[src/hw/rtl/rmq_pkg.sv]
// Shared types and defaults for the rotation matrix to quaternion unit.
package rmq_pkg;

   localparam int DATA_WIDTH_DEF = 16;
   localparam int FRAC_BITS_DEF  = 14;
   localparam int NUM_LANES      = 4;
   localparam int NUM_ENTRIES    = 9;

   typedef enum logic [1:0] {
      LANE_W = 2'd0,
      LANE_X = 2'd1,
      LANE_Y = 2'd2,
      LANE_Z = 2'd3
   } lane_type;

   typedef struct packed {
      logic                 valid;
      logic                 degenerate;
      logic [NUM_LANES-1:0] neg;
   } rmq_tag_type;

endpackage

[src/hw/rtl/rmq_sqrt_cell.sv]
// Square-root cell: one root bit for each of the four lanes.
module rmq_sqrt_cell #(
   parameter int F = 14
) (
   input  logic                 clock,
   input  logic                 reset,
   input  logic                 enable,
   input  logic [2*F+1:0]       rad_i  [4],
   input  logic [F:0]           root_i [4],
   input  logic [F+3:0]         rem_i  [4],
   input  rmq_pkg::rmq_tag_type tag_i,
   output logic [2*F+1:0]       rad_o  [4],
   output logic [F:0]           root_o [4],
   output logic [F+3:0]         rem_o  [4],
   output rmq_pkg::rmq_tag_type tag_o
);
   import rmq_pkg::*;

   logic [F+3:0]   rem2    [NUM_LANES];
   logic [F+3:0]   trial   [NUM_LANES];
   logic [2*F+1:0] rad_in  [NUM_LANES];
   logic [F:0]     root_in [NUM_LANES];
   logic [F+3:0]   rem_in  [NUM_LANES];
   logic [2*F+1:0] rad_ff  [NUM_LANES];
   logic [F:0]     root_ff [NUM_LANES];
   logic [F+3:0]   rem_ff  [NUM_LANES];
   rmq_tag_type    tag_ff;

   always_comb begin
      for (int i = 0; i < NUM_LANES; i++) begin
         rem2[i]   = {1'b0, rem_i[i][F:0], rad_i[i][2*F+1:2*F]};
         trial[i]  = {1'b0, root_i[i], 2'b01};
         rad_in[i] = {rad_i[i][2*F-1:0], 2'b00};
         if (rem2[i] >= trial[i]) begin
            rem_in[i]  = rem2[i] - trial[i];
            root_in[i] = {root_i[i][F-1:0], 1'b1};
         end else begin
            rem_in[i]  = rem2[i];
            root_in[i] = {root_i[i][F-1:0], 1'b0};
         end
      end
   end

   always_ff @(posedge clock) begin
      if (reset) begin
         tag_ff <= '0;
      end else if (enable) begin
         tag_ff <= tag_i;
      end
   end

   always_ff @(posedge clock) begin
      if (enable) begin
         rad_ff  <= rad_in;
         root_ff <= root_in;
         rem_ff  <= rem_in;
      end
   end

   assign rad_o  = rad_ff;
   assign root_o = root_ff;
   assign rem_o  = rem_ff;
   assign tag_o  = tag_ff;

endmodule

[config.mk]
export PLATFORM = sky130hd
export DESIGN_NAME = rmq_sqrt_cell
export DESIGN_NICKNAME = d
export VERILOG_FILES = /design/src/hw/rtl/rmq_pkg.sv /design/src/hw/rtl/rmq_sqrt_cell.sv
export SDC_FILE = /design/constraint.sdc
export NUM_CORES = 1
export LEC_CHECK = 0
export BUFFER_PORTS_ARGS = -buffer_cell sky130_fd_sc_hd__clkbuf_2
export CORE_AREA = 8 8 195 197
export DETAILED_ROUTE_END_ITERATION = 7
export DIE_AREA = 0 0 203 205
export GPL_ROUTABILITY_DRIVEN = 0
export RECOVER_POWER = 50
export SETUP_SLACK_MARGIN = 0.2
export SLEW_MARGIN = 0
export SYNTH_ARGS = -nofsm -noshare
export SYNTH_HDL_FRONTEND = slang
export SYNTH_SLANG_ARGS = --single-unit
[constraint.sdc]
create_clock -name clock -period 4.3 [get_ports clock]
set_clock_uncertainty 0.15 [all_clocks]
set_input_delay 0.86 -clock clock [delete_from_list [all_inputs] [get_ports clock]]
set_output_delay 0.86 -clock clock [all_outputs]
set_load 0.01 [all_outputs]
==> run metrics <==
outcome complete, but fails checks; failing checks max-capacitance violations, max-slew violations; core area ~35,000 sq um; total power 6.71 mW; via/cell ratio 4.67; drt wl/cell roughly 20 um; fin area 15,600 sq um; top cell type's share of synthesized area 63.0%; Warnings, synthesis 0; pre-CTS setup slack 528 ps; Clock Sinks 250; met2 usage 28.2%; # fillers between 3,000 and 4,000; Max Freq roughly 290 MHz; setup violators final 0; clk root buf clkbuf_16; Num CTS Buffers 29; fin util 44.6%; DRC violation count after routing 0; grt peak-use layer met2; slowest CP cell clkbuf_2; Post-synth EDFFs 244; final period utilization roughly four fifths; CTS Hold Bufs 0; total track usage 16.5%; worst stage delay on the critical path 1690 ps; CP Cell Sequence clkbuf_2 -> clkbuf_2; Clock Latency Late Sink 530 ps; Cell Rows 69; # resized after CTS 0; share of cells above drive strength 1 38.2%; DP Cell Count 1,813; most used cell, CP clkbuf_2; Max-slew headroom -62.1%; CP Data Arrival Time 3450 ps; Initial DRC Count between 400 and 500; die width 203 um; sequential area share after synthesis 64.0%; Worst-Margin Slew 2430 ps; vias in the first global route 8,798; Mean Syn Cell Area 13.7 sq um; Synth cell types 70; Worst EP required roughly 4300 ps; die area approximately 42,000 sq um; WP buf/inv 2; DIE HEIGHT a little over 200 um; Yosys reg bits 250; synthesis-to-finish area growth 34.0%; CTS tree built; Top delay family on crit path buffers and inverters; CP endpoint kind flip-flop; DR pass1 iterations 5; kind of critical path primary input to flip-flop; CP max FO just under 90; Area contributors post-synth edfxtp_1, ha_1, inv_1, xnor2_1, o21ai_0; dpl cell area ~15,000 sq um; pin count of the biggest net entering global routing 90; Worst setup SP type primary input; Final Non-Filler Cells between 1,500 and 2,000; Final Hold Viols 0; WL final 37,000 um; Initial Utilization roughly 33%; first-pass GRT wire length approximately 53,000 um; Clock Pin Slew Worst Setup and Hold Paths 60 ps; Max Transition Viols Final 88; most frequent cells in the layout clkbuf_2, edfxtp_1, inv_1; Main synth FF type edfxtp_1; setup ws final 878 ps; Setup TNS 0 ps; GR Overflow Total 0; max-capacitance violation count 1; initial antenna violation count 3; pwr/cell area 430 nW/um^2; worst min path class primary input to flip-flop; GR met1 Demand/Resource 19.9%; CTS max path bufs 3; Final min period 3420 ps; Setup Buffers After CTS 0; GR Util met3 4.78%; ANT nets after route 0; asr flop ratio synth 0%; H-tree depth 1; VDD IR-drop max 0.336 mV; I/O pins between 500 and 600; PortBufs 498; Leakage between 6 and 7 nW; RSZ-0062 raised after global routing no; final layout net count 1,712; worst hold slack 336 ps; total number of vias between 8,000 and 9,000; area of the mapped netlist 11,600 sq um; Syn Inst Count 851; post-synthesis cell type with the largest combined area edfxtp_1; commonest non-fill, non-tap cell in the layout clkbuf_2; dpl hpwl 30,200 um
-- metal layers --
| layer | share of wire [%] | vias up |
|---|---|---|
| met5 | 0.035 | - |
| met4 | 2.4 | 2 |
| met3 | 8.3 | 43 |
| met2 | 49 | 325 |
| met1 | 40 | 4141 |
| li1 | - | 4215 |
-- cell families (layout without fill, tap and decap cells) --
family,after synthesis,after routing,share of synthesized area [%]
xor+xnor,56,56,4.22
mux,41,41,3.90
fa+ha+maj,68,68,7.32
simple gates,158,158,6.64
other cells,1,10,0.0322
compound gates,176,176,10.1
flops,250,250,64.0
buf+inv,101,649,3.80
-- final timing paths --
path | end | slack, ps | depth (start not counted) | from
max | root_o[4] | 880 | 2 | enable
max reg2reg | tag_o[4] | 3530 | 2 | tag_o[4]
min reg2reg | tag_o[2] | 350 | 2 | tag_o[2]
min | rad_o[76] | 340 | 1 | rad_i[74]
-- cells in the mapped netlist (3+ instances only) --
cell type and instances:
xnor2_1 35, nor3_1 9, o21ai_2 4, buf_4 10, and3_1 6, o21bai_1 4
nor2b_1 7, ha_1 68, nand4_1 7, or2_2 4, a31oi_1 9, buf_2 5
a211oi_1 4, o21ai_0 51, o31ai_1 4, edfxtp_1 244, mux2_2 19, mux2_1 12
a21oi_1 41, nor2_1 37, or3_1 3, o21a_1 11, dfxtp_1 6, inv_1 82
mux2i_1 9, o211ai_1 4, xor2_1 21, a21o_1 15, nand2_1 54, nand3_1 10
nand2b_1 8
-- registers in the layout (all words and copies together) (netlist names) --
register / cells
rad_o: 112
rem_o: 72
root_o: 60
tag_o: 6
-- power by group --
group / internal, mW / switching, mW / total, mW
clock network: 1.45 / 1.00 / 2.45
registers: 2.96 / 0.0689 / 3.03
logic: 0.522 / 0.712 / 1.23
total: 4.93 / 1.78 / 6.71
-- layout make-up --
cell class | instances | area [sq um] | area share (%)
inverters | 83 | 312 | 2.00
clock inverters | 14 | 161 | 1.04
well taps | 461 | 577 | 3.70
repair buffers | 512 | 2540 | 16.3
multi-input cells | 507 | 3770 | 24.2
clock buffers | 40 | 777 | 4.98
diodes | 2 | 5.00 | 0.0321
flip-flops and latches | 250 | 7450 | 47.8
Power figures use the tool's default switching activity.
