--- config.mk ---
export PLATFORM = sky130hd
export DESIGN_NAME = rmq_div_cell
export DESIGN_NICKNAME = d
export VERILOG_FILES = /design/src/hw/rtl/rmq_pkg.sv /design/src/hw/rtl/rmq_div_cell.sv
export SDC_FILE = /design/constraint.sdc
export NUM_CORES = 1
export LEC_CHECK = 0
export BUFFER_PORTS_ARGS = -buffer_cell sky130_fd_sc_hd__buf_2
export CORE_AREA = 2 2 172 174
export CTS_CLUSTER_SIZE = 14
export DETAILED_ROUTE_END_ITERATION = 16
export DIE_AREA = 0 0 174 176
export PLACE_DENSITY = 0.7
export SLEW_MARGIN = 20
export SYNTH_ARGS = -nofsm -noshare
export SYNTH_HDL_FRONTEND = slang
export SYNTH_SLANG_ARGS = --single-unit
export TNS_END_PERCENT = 1
--- constraint.sdc ---
create_clock -name clock -period 3 [get_ports clock]
set_clock_uncertainty 0.05 [all_clocks]
set_input_delay 0 -clock clock [delete_from_list [all_inputs] [get_ports clock]]
set_output_delay 0 -clock clock [all_outputs]
set_load 0.01 [all_outputs]
--- src/hw/rtl/rmq_pkg.sv ---
// Shared types and defaults for the rotation matrix to quaternion unit.
package rmq_pkg;

   localparam int DATA_WIDTH_DEF = 16;
   localparam int FRAC_BITS_DEF  = 14;
   localparam int NUM_LANES      = 4;
   localparam int NUM_ENTRIES    = 9;

   typedef enum logic [1:0] {
      LANE_W = 2'd0,
      LANE_X = 2'd1,
      LANE_Y = 2'd2,
      LANE_Z = 2'd3
   } lane_type;

   typedef struct packed {
      logic                 valid;
      logic                 degenerate;
      logic [NUM_LANES-1:0] neg;
   } rmq_tag_type;

endpackage

--- src/hw/rtl/rmq_div_cell.sv ---
// Division cell: one quotient bit of the normalised ratio for each of the four lanes.
module rmq_div_cell #(
   parameter int RW = 20,
   parameter int QW = 29
) (
   input  logic                 clock,
   input  logic                 reset,
   input  logic                 enable,
   input  logic [RW-1:0]        rem_i   [4],
   input  logic [QW-1:0]        quot_i  [4],
   input  logic [RW-1:0]        total_i,
   input  rmq_pkg::rmq_tag_type tag_i,
   output logic [RW-1:0]        rem_o   [4],
   output logic [QW-1:0]        quot_o  [4],
   output logic [RW-1:0]        total_o,
   output rmq_pkg::rmq_tag_type tag_o
);
   import rmq_pkg::*;

   logic [RW:0]   shifted [NUM_LANES];
   logic [RW:0]   diff    [NUM_LANES];
   logic [RW-1:0] rem_in  [NUM_LANES];
   logic [QW-1:0] quot_in [NUM_LANES];
   logic [RW-1:0] rem_ff  [NUM_LANES];
   logic [QW-1:0] quot_ff [NUM_LANES];
   logic [RW-1:0] total_ff;
   rmq_tag_type   tag_ff;

   always_comb begin
      for (int i = 0; i < NUM_LANES; i++) begin
         shifted[i] = {rem_i[i], 1'b0};
         diff[i]    = shifted[i] - {1'b0, total_i};
         if (shifted[i] >= {1'b0, total_i}) begin
            rem_in[i]  = diff[i][RW-1:0];
            quot_in[i] = {quot_i[i][QW-2:0], 1'b1};
         end else begin
            rem_in[i]  = shifted[i][RW-1:0];
            quot_in[i] = {quot_i[i][QW-2:0], 1'b0};
         end
      end
   end

   always_ff @(posedge clock) begin
      if (reset) begin
         tag_ff <= '0;
      end else if (enable) begin
         tag_ff <= tag_i;
      end
   end

   always_ff @(posedge clock) begin
      if (enable) begin
         rem_ff   <= rem_in;
         quot_ff  <= quot_in;
         total_ff <= total_i;
      end
   end

   assign rem_o   = rem_ff;
   assign quot_o  = quot_ff;
   assign total_o = total_ff;
   assign tag_o   = tag_ff;

endmodule

==> impl_metrics.csv <==
group,metric,value,unit
outcome,status,"complete, no violations",
run,cap_violations,0,
logic_synthesis,synthMuxAreaShare,6.48,%
clock_network,cts_buffer_depth,3,
logic_synthesis,synth-compound-area-share,13.8,%
logic_synthesis,seq_area_frac_synth,55.0,%
critical_path,worstPathArrival,3160,ps
global_routing,gr-total-overflow,0,
routing,wl_per_cell,21.4,um
die,die_y,176,um
logic_synthesis,yosysWarningCount,0,
finish,multi_input_area,5140,sq um
clock_network,clock-sinks,222,
logic_synthesis,ys_ff_latch,222,
logic_synthesis,synth_top_family_by_area,"compound AO/OA/AOI/OAI gates",
logic_synthesis,synth_ff_type,"edfxtp_1",
global_routing,antenna_found_initial,5,
logic_synthesis,synth_top_area_cell,"edfxtp_1",
clock_network,cts_tree,"done",
critical_path,crit_path_max_fanout,9,
finish,regArea,6610,sq um
sta,finalSetupViolCount,0,
power_and_ir_drop,p_leak,7.91,nW
power_and_ir_drop,clock_power_share,33.6,%
power_and_ir_drop,p_sw,2.74,mW
power_and_ir_drop,finalPower,9.62,mW
clock_network,clk_latency,520,ps
logic_synthesis,synth-simple-area-share,8.87,%
die,dieArea,30600,sq um
logic_synthesis,ys_top_cells_by_area,"edfxtp_1 54%, ha_1 8.3%, a21oi_1 3.6%",
finish,area_delta_synth_final,50.8,%
critical_path,worst_setup_path_end_kind,"flop",
sta,tightestPinTransition,718,ps
logic_synthesis,async_flop_share,0,%
clock_network,clk_pin_slew,60,ps
finish,n_fill_cell,2158,
placed_design,gp_congestion,0.911,
finish,nNetsFinal,2000,
logic_synthesis,synth_cell_types,72,
logic_synthesis,syn_inst,979,
global_routing,grt_max_degree,73,
routing,num_vias,11100,
critical_path,critPathKind,"in2reg",
sta,drv_slew,0,
die,ios,447,
finish,drive_gt1_share,35.1,%
clock_network,cts_root_buf,"clkbuf_16",
critical_path,critPathRequiredTime,3220,ps
logic_synthesis,synth_common_cells,"216 x edfxtp_1, 87 x a21oi_1, 80 x ha_1",
power_and_ir_drop,powerDensity,531,nW/um^2
logic_synthesis,synth_top_area_share,54.0,%
clock_network,numCtsBuffers,26,
die,initial_core_util,42.1,%
power_and_ir_drop,p_int,6.88,mW
sta,rsz0062_at_grt,"yes",
routing,initialDrtViolationCount,827,
logic_synthesis,yosys.area_share.xor_xnor,4.37,%
routing,final_antenna_net_count,0,
worst_hold_path,hold_path_class,"in2reg",
die,die_x,174,um
global_routing,grt_pass1_wl,66100,um
routing,vias_per_cell,5.29,
sta,min_period,2940,ps
routing,first_pass_iters,5,
logic_synthesis,synth_enable_flop_cells,216,
logic_synthesis,synth_nets,1288,
routing,wirelength,44800,um
sta,holdWs,117,ps
sta,maxSlewHeadroom,51.9,%
power_and_ir_drop,pwr-share-comb,25.8,%
power_and_ir_drop,ir_drop,403,uV
clock_network,htreeDepth,1,
routing,drcViolationCount,0,
die,coreArea,28500,sq um
die,num_rows,62,
global_routing,grt_use_total,28.2,%
power_and_ir_drop,seq_power_share,40.6,%
sta,fmax,340,MHz
logic_synthesis,synth_adder_area_share,8.99,%
logic_synthesis,netlist_area,12000,sq um
critical_path,worstSetupStartpointType,"input pin",
power_and_ir_drop,p_sw_share,28.5,%
placed_design,dp_hpwl,30800,um
global_routing,grt_pass1_vias,11200,
logic_synthesis,avgSynthCellArea,12.3,sq um
logic_synthesis,synth_most_common_cell,"edfxtp_1",
sta,final_hold_viol_count,0,
placed_design,port_buffers,442,
sta,final.period_utilization,98.1,%
-- area by class of cell --
class,instances,area share [%]
flip-flops and latches,222,36.4
multi-input cells,684,28.4
repair buffers,714,26.9
clock buffers,30,3.79
well taps,384,2.65
clock inverters,17,0.932
inverters,43,0.890
diodes,5,0.0690
-- stage by stage --
stage	util [%]	instance area, sq um	cells	setup TNS (ps)	setup WS [ps]
2_1_floorplan	-	12000	979	0	697
3_3_place_gp	52.6	15000	1825	0	62.9
3_5_place_dp	52.6	15000	1825	-24.3	-11.0
4_1_cts	63.4	18100	2094	0	68.5
5_1_grt	63.5	18100	2099	-56.6	-56.6
6_report	63.5	18100	2099	0	57.6
-- power groups by stage --
stage / Sequential (mW) / Clock (mW) / Combinational, mW
after floorplan: 4.15 / 0 / 1.05
after detailed placement: 3.96 / 0 / 2.18
final: 3.91 / 3.23 / 2.48
after global routing: 3.94 / 3.41 / 2.66
after CTS: 3.90 / 3.26 / 2.43
after global placement: 3.96 / 0 / 2.16
-- timing repair --
item	in CTS	in global routing
resized for setup	0	4
hold buffers	222	0
hold endpoints to repair	280	0
endpoints found under the setup margin	0	21
buffers inserted	0	0
-- kinds of logic (layout without fill, tap and decap cells) --
| logic type | after synthesis | in the layout |
|---|---|---|
| buf+inv | 73 | 804 |
| simple gates | 217 | 217 |
| compound gates | 257 | 257 |
| mux | 66 | 66 |
| flops | 222 | 222 |
| xor+xnor | 60 | 60 |
| other cells | 0 | 5 |
| fa+ha+maj | 84 | 84 |
-- flip-flops by register name, indices dropped and copies added, names as in the netlist --
name,count
quot_o,116
tag_o,6
total_o,20
rem_o,80
-- routing by layer --
layer	share of wire, %	vias to the layer above	wire length [um]	track usage, %
met5	0	-	0	0
met4	3.7	0	1680	10.4
met1	39	5302	17300	33.6
met2	50	544	22400	50.1
li1	-	5164	-	-
met3	7.7	101	3470	6.22
-- final timing paths --
path | cells past startpoint | end | start | slack [ps]
worst min register to register | 2 | tag_o[1] | tag_o[1] | 460
worst max register to register | 3 | tag_o[3] | tag_o[3] | 1760
worst min-delay path | 2 | quot_o[9] | quot_i[8] | 120
worst max-delay path | 12 | rem_o[37] | total_i[10] | 60
-- critical path, cell delays in order --
cell and delay [ps]:
dlygate4sd3_1 540, buf_2 150, inv_1 130, buf_4 180
ha_2 330, a21o_1 220, nor2b_1 130, a211o_1 270
o21ai_1 210, o21bai_1 120, o311a_1 310, dlygate4sd3_1 580
-- cells in the final DEF, fill, tap and decap left out, drive strengths merged, types with 7 or more instances in the layout --
| cell type | n |
|---|---|
| dlygate4sd3 | 222 |
| xnor2 | 35 |
| inv | 44 |
| xor2 | 25 |
| buf | 492 |
| clkbuf | 30 |
| ha | 80 |
| a211oi | 7 |
| o21ai | 51 |
| nor2 | 72 |
| mux2 | 53 |
| o21bai | 8 |
| nor3 | 8 |
| nand3 | 15 |
| mux2i | 13 |
| nand4 | 16 |
| clkinv | 11 |
| nand2 | 46 |
| a21o | 22 |
| a21oi | 88 |
| o211ai | 10 |
| nand2b | 9 |
| edfxtp | 216 |
| o21a | 18 |
| nor2b | 14 |
| and3 | 7 |
Power figures use the tool's default switching activity.
