==> src/hw/rtl/rmq_pkg.sv <==
// Shared types and defaults for the rotation matrix to quaternion unit.
package rmq_pkg;

   localparam int DATA_WIDTH_DEF = 16;
   localparam int FRAC_BITS_DEF  = 14;
   localparam int NUM_LANES      = 4;
   localparam int NUM_ENTRIES    = 9;

   typedef enum logic [1:0] {
      LANE_W = 2'd0,
      LANE_X = 2'd1,
      LANE_Y = 2'd2,
      LANE_Z = 2'd3
   } lane_type;

   typedef struct packed {
      logic                 valid;
      logic                 degenerate;
      logic [NUM_LANES-1:0] neg;
   } rmq_tag_type;

endpackage

==> src/hw/rtl/rmq_front.sv <==
// Front cell: clamped candidates, their total, the signs and the integer quotient bit.
module rmq_front #(
   parameter int DW = 16,
   parameter int F  = 14,
   parameter int RW = 20,
   parameter int QW = 29
) (
   input  logic                clock,
   input  logic                reset,
   input  logic                enable,
   input  logic                valid_in,
   input  logic [9*DW-1:0]     entries,
   output logic [RW-1:0]       rem_out   [4],
   output logic [QW-1:0]       quot_out  [4],
   output logic [RW-1:0]       total_out,
   output rmq_pkg::rmq_tag_type tag_out
);
   import rmq_pkg::*;

   localparam int CW = RW - 1;

   logic signed [DW-1:0]   m [NUM_ENTRIES];
   logic signed [CW-1:0]   e11, e22, e33, one_s;
   logic signed [CW-1:0]   cand [NUM_LANES];
   logic [CW-2:0]          cl [NUM_LANES];
   logic [RW-1:0]          total;
   logic [CW-2:0]          big_v;
   lane_type               big;
   logic signed [DW:0]     d_32m23, d_13m31, d_21m12, s_21p12, s_13p31, s_32p23;
   logic [NUM_LANES-1:0]   neg;
   logic [RW-1:0]          rem_in   [NUM_LANES];
   logic [QW-1:0]          quot_in  [NUM_LANES];
   logic [RW-1:0]          rem_ff   [NUM_LANES];
   logic [QW-1:0]          quot_ff  [NUM_LANES];
   logic [RW-1:0]          total_ff;
   rmq_tag_type            tag_in, tag_ff;

   always_comb begin
      for (int i = 0; i < NUM_ENTRIES; i++) begin
         m[i] = entries[i*DW +: DW];
      end
      e11   = {{(CW-DW){m[0][DW-1]}}, m[0]};
      e22   = {{(CW-DW){m[4][DW-1]}}, m[4]};
      e33   = {{(CW-DW){m[8][DW-1]}}, m[8]};
      one_s = {{(CW-1){1'b0}}, 1'b1} << F;
      cand[0] =  e11 + e22 + e33 + one_s;
      cand[1] =  e11 - e22 - e33 + one_s;
      cand[2] = -e11 + e22 - e33 + one_s;
      cand[3] = -e11 - e22 + e33 + one_s;
      total = '0;
      for (int i = 0; i < NUM_LANES; i++) begin
         cl[i] = cand[i][CW-1] ? '0 : cand[i][CW-2:0];
         total = total + {2'b00, cl[i]};
      end
      big_v = cl[0];
      big   = LANE_W;
      for (int i = 1; i < NUM_LANES; i++) begin
         if (cl[i] > big_v) begin
            big_v = cl[i];
            big   = lane_type'(i);
         end
      end
      d_32m23 = {m[7][DW-1], m[7]} - {m[5][DW-1], m[5]};
      d_13m31 = {m[2][DW-1], m[2]} - {m[6][DW-1], m[6]};
      d_21m12 = {m[3][DW-1], m[3]} - {m[1][DW-1], m[1]};
      s_21p12 = {m[3][DW-1], m[3]} + {m[1][DW-1], m[1]};
      s_13p31 = {m[2][DW-1], m[2]} + {m[6][DW-1], m[6]};
      s_32p23 = {m[7][DW-1], m[7]} + {m[5][DW-1], m[5]};
      neg = '0;
      case (big)
         LANE_W: begin
            neg[1] = d_32m23[DW];
            neg[2] = d_13m31[DW];
            neg[3] = d_21m12[DW];
         end
         LANE_X: begin
            neg[0] = d_32m23[DW];
            neg[2] = s_21p12[DW];
            neg[3] = s_13p31[DW];
         end
         LANE_Y: begin
            neg[0] = d_13m31[DW];
            neg[1] = s_21p12[DW];
            neg[3] = s_32p23[DW];
         end
         LANE_Z: begin
            neg[0] = d_21m12[DW];
            neg[1] = s_13p31[DW];
            neg[2] = s_32p23[DW];
         end
         default: begin
            neg = '0;
         end
      endcase
      for (int i = 0; i < NUM_LANES; i++) begin
         if ({2'b00, cl[i]} == total) begin
            rem_in[i]  = '0;
            quot_in[i] = {{(QW-1){1'b0}}, 1'b1};
         end else begin
            rem_in[i]  = {2'b00, cl[i]};
            quot_in[i] = '0;
         end
      end
      tag_in.valid      = valid_in;
      tag_in.degenerate = (total == '0);
      tag_in.neg        = neg;
   end

   always_ff @(posedge clock) begin
      if (reset) begin
         tag_ff <= '0;
      end else if (enable) begin
         tag_ff <= tag_in;
      end
   end

   always_ff @(posedge clock) begin
      if (enable) begin
         rem_ff   <= rem_in;
         quot_ff  <= quot_in;
         total_ff <= total;
      end
   end

   assign rem_out   = rem_ff;
   assign quot_out  = quot_ff;
   assign total_out = total_ff;
   assign tag_out   = tag_ff;

endmodule

==> config.mk <==
export PLATFORM = sky130hd
export DESIGN_NAME = rmq_front
export DESIGN_NICKNAME = d
export VERILOG_FILES = /design/src/hw/rtl/rmq_pkg.sv /design/src/hw/rtl/rmq_front.sv
export SDC_FILE = /design/constraint.sdc
export NUM_CORES = 1
export LEC_CHECK = 0
export BUFFER_PORTS_ARGS = -buffer_cell sky130_fd_sc_hd__buf_2
export CORE_MARGIN = 4
export CORE_UTILIZATION = 41
export DETAILED_ROUTE_END_ITERATION = 7
export GPL_ROUTABILITY_DRIVEN = 0
export PLACE_DENSITY_LB_ADDON = 0.3
export SYNTH_ARGS = -nofsm -noshare
export SYNTH_HDL_FRONTEND = slang
export SYNTH_SLANG_ARGS = --single-unit
==> constraint.sdc <==
create_clock -name clock -period 22.1 [get_ports clock]
set_clock_uncertainty 0.15 [all_clocks]
set_input_delay 1.105 -clock clock [delete_from_list [all_inputs] [get_ports clock]]
set_output_delay 1.105 -clock clock [all_outputs]
set_load 0.02 [all_outputs]
==> run_results.csv <==
group,metric,value,unit
timing,finalHoldViolCount,0,
synthesis,post-synth-top-area-fraction,20.5,%
global_routing,grt_max_degree,57,
route,viasPerCell,5.66,
cells_and_area,drive_gt1_share,14.7,%
setup_path,max_stage_delay,1.17,ns
clocking,cts-root-buf,"clkbuf_16",
placement,io_buffers,249,
setup_path,critPathKind,"in -> reg",
floorplanning,initial_core_util,41.5,%
synthesis,ys_ff_latch,102,
route,wl_per_cell,20.7,µm
floorplanning,dieHeight,220,µm
setup_path,cp.arrival,13.02,ns
placement,hpwl,51600,µm
cells_and_area,layout.nets,2884,
clocking,clk_latency,0.36,ns
route,drcViolationCount,0,
setup_path,slowest_stage,"a31oi_1",
clocking,postCtsSetupRepairBufs,0,
hold_path,hp-class,"reg -> reg",
floorplanning,fp.dieW,220,µm
route,drt-pass1-iter-count,6,
floorplanning,die_area,48300,µm²
synthesis,yosysUniqueCellTypes,94,
setup_path,cp.required,22.25,ns
placement,dpl_cell_area,19900,µm²
global_routing,antenna_found_initial,0,
timing,rsz0062_at_grt,"false",
synthesis,synth.yosys.seq_area_share,16.3,%
global_routing,track_usage,23.9,%
route,ant_nets,0,
setup_path,start_kind,"input port",
global_routing,overflow,0,
synthesis,synth_cells,2086,
clocking,post_cts_resized,0,
synthesis,synthArstFlopShare,0,%
placement,dp_slack,9.04,ns
synthesis,avgSynthCellArea,8.82,µm²
timing,fmax,0.0777,GHz
synthesis,ys.flop_type,"edfxtp_1",
global_routing,grt_pass1_vias,16000,
floorplanning,num_rows,77,
synthesis,ys.warnings.count,0,
clocking,cts_made_buffers,9,
synthesis,synth_edf_count,96,
setup_path,cp_top_family,"compound AO/OA/AOI/OAI gates",
clocking,clock_path_buffers,2,
clocking,clk_transition_reported_paths,0.07,ns
cells_and_area,final_area,20200,µm²
status,status,"complete, no violations",
setup_path,path_buf_inv,6,
timing,fin_crit,12.87,ns
cells_and_area,area_delta_synth_final,9.93,%
setup_path,crit_path_end_kind,"flop",
timing,setup_tns,0,ns
flow_run,cap_violations,0,
clocking,cts_tree,"yes",
timing,slew_headroom,4.81,%
timing,worst_pin_slew,1.42,ns
setup_path,cp_max_fo,30,
synthesis,synthTopCellsByArea,"ha_1 20%, edfxtp_1 16%, fa_1 12%",
clocking,ctsHoldBuffers,0,
placement,dpl.cell_count,2910,
timing,finalSetupViolations,0,
clocking,cts.sinks,102,
route,drt_iter0_drc,1449,
clocking,cts_htree_levels,3,
route,wl,60600,µm
timing,final.period_utilization,58.2,%
floorplanning,coreArea,44300,µm²
synthesis,synth_area,18400,µm²
synthesis,yosysTopAreaCell,"ha_1",
route,via_count,16600,
global_routing,grt_pass1_wl,89700,µm
timing,timing.final.max_slew_violations,0,
cells_and_area,finalNonFillerCells,2926,
cells_and_area,n_antenna_cell,0,
timing,setup_ws,9.23,ns
floorplanning,boundaryPins,370,
[area by class of cell]
type                    count  area, µm²
fillers                  4409      24100
multi-input cells        1693      13800
flip-flops and latches    102       3000
repair buffers            265       1370
inverters                 258        968
well taps                 592        741
clock buffers              11        233
clock inverters             5       81.3
[registers in the layout, summed over array words and instances, names as in the netlist]
name and count:
tag_out 6, rem_out 72, total_out 20, quot_out 4
[cells in the mapped netlist (18+ instances only)]
cell      number
a21o_1        39
a21oi_1      125
a31oi_1       18
and3_1        23
buf_4        121
clkbuf_1      20
edfxtp_1      96
fa_1         106
ha_1         301
inv_1        253
mux2i_1       28
nand2_1       83
nand2b_1      28
nand3_1       31
nand4_1       27
nor2_1       154
nor2b_1       26
nor3_1        60
o211ai_1      22
o21a_1        21
o21ai_0       81
xnor2_1       66
xor2_1        28
[per-stage QoR]
stage | hold WS (ns) | util (%)
2_1_floorplan | 0.388 | -
3_3_place_gp | 0.307 | 44.9
3_5_place_dp | 0.307 | 44.9
4_1_cts | 0.318 | 45.7
5_1_grt | 0.351 | 45.7
6_report | 0.317 | 45.7
[cell families after synthesis]
logic type	after synthesis	synth area share, %
fa+ha+maj	408	32.0
mux	41	2.32
simple gates	534	15.1
compound gates	492	18.3
xor+xnor	98	4.89
flops	102	16.3
other cells	1	0.0204
buf+inv	410	11.0
[placed cells by master (no fill, tap or decap), types with 23 or more instances in the layout]
cell type | Yosys | layout
fa_1 | 106 | 106
nor2_1 | 154 | 154
nand3_1 | 31 | 31
nand2_1 | 83 | 83
edfxtp_1 | 96 | 96
and3_1 | 23 | 23
xor2_1 | 28 | 28
buf_2 | 8 | 248
ha_1 | 301 | 301
nand2b_1 | 28 | 28
inv_1 | 253 | 253
nor3_1 | 60 | 60
a21oi_1 | 125 | 124
nor2b_1 | 26 | 26
mux2i_1 | 28 | 28
xnor2_1 | 66 | 66
o21ai_0 | 81 | 81
nand4_1 | 27 | 27
a21o_1 | 39 | 39
conb_1 | 1 | 120
[worst reg2reg max path: cells and delay by family, from the launching register on]
family / cells / cell delay [ns]
buffers and inverters: 1 / 0.05
AOI/OAI and AO/OA: 2 / 0.32
DFF: 1 / 0.31
[path summary, 6_finish.rpt]
path,cells past startpoint,slack (ns),start,to
min reg2reg,2,0.32,tag_out[4],tag_out[4]
max,40,9.23,entries[2],tag_out[0]
max reg2reg,3,21.16,tag_out[2],tag_out[2]
min,2,0.32,tag_out[4],tag_out[4]
[routing by layer]
| metal | up-vias | share of wire [%] | GRT usage, % |
|---|---|---|---|
| met3 | 159 | 7.4 | 3.13 |
| met4 | 0 | 4.6 | 9.90 |
| met1 | 7977 | 42 | 32.0 |
| li1 | 7658 | - | - |
| met2 | 773 | 46 | 38.9 |
| met5 | - | 0 | 0 |
Power is not shown: default switching activity piles up to over one toggle a cycle in this logic, so the estimate is an artifact.
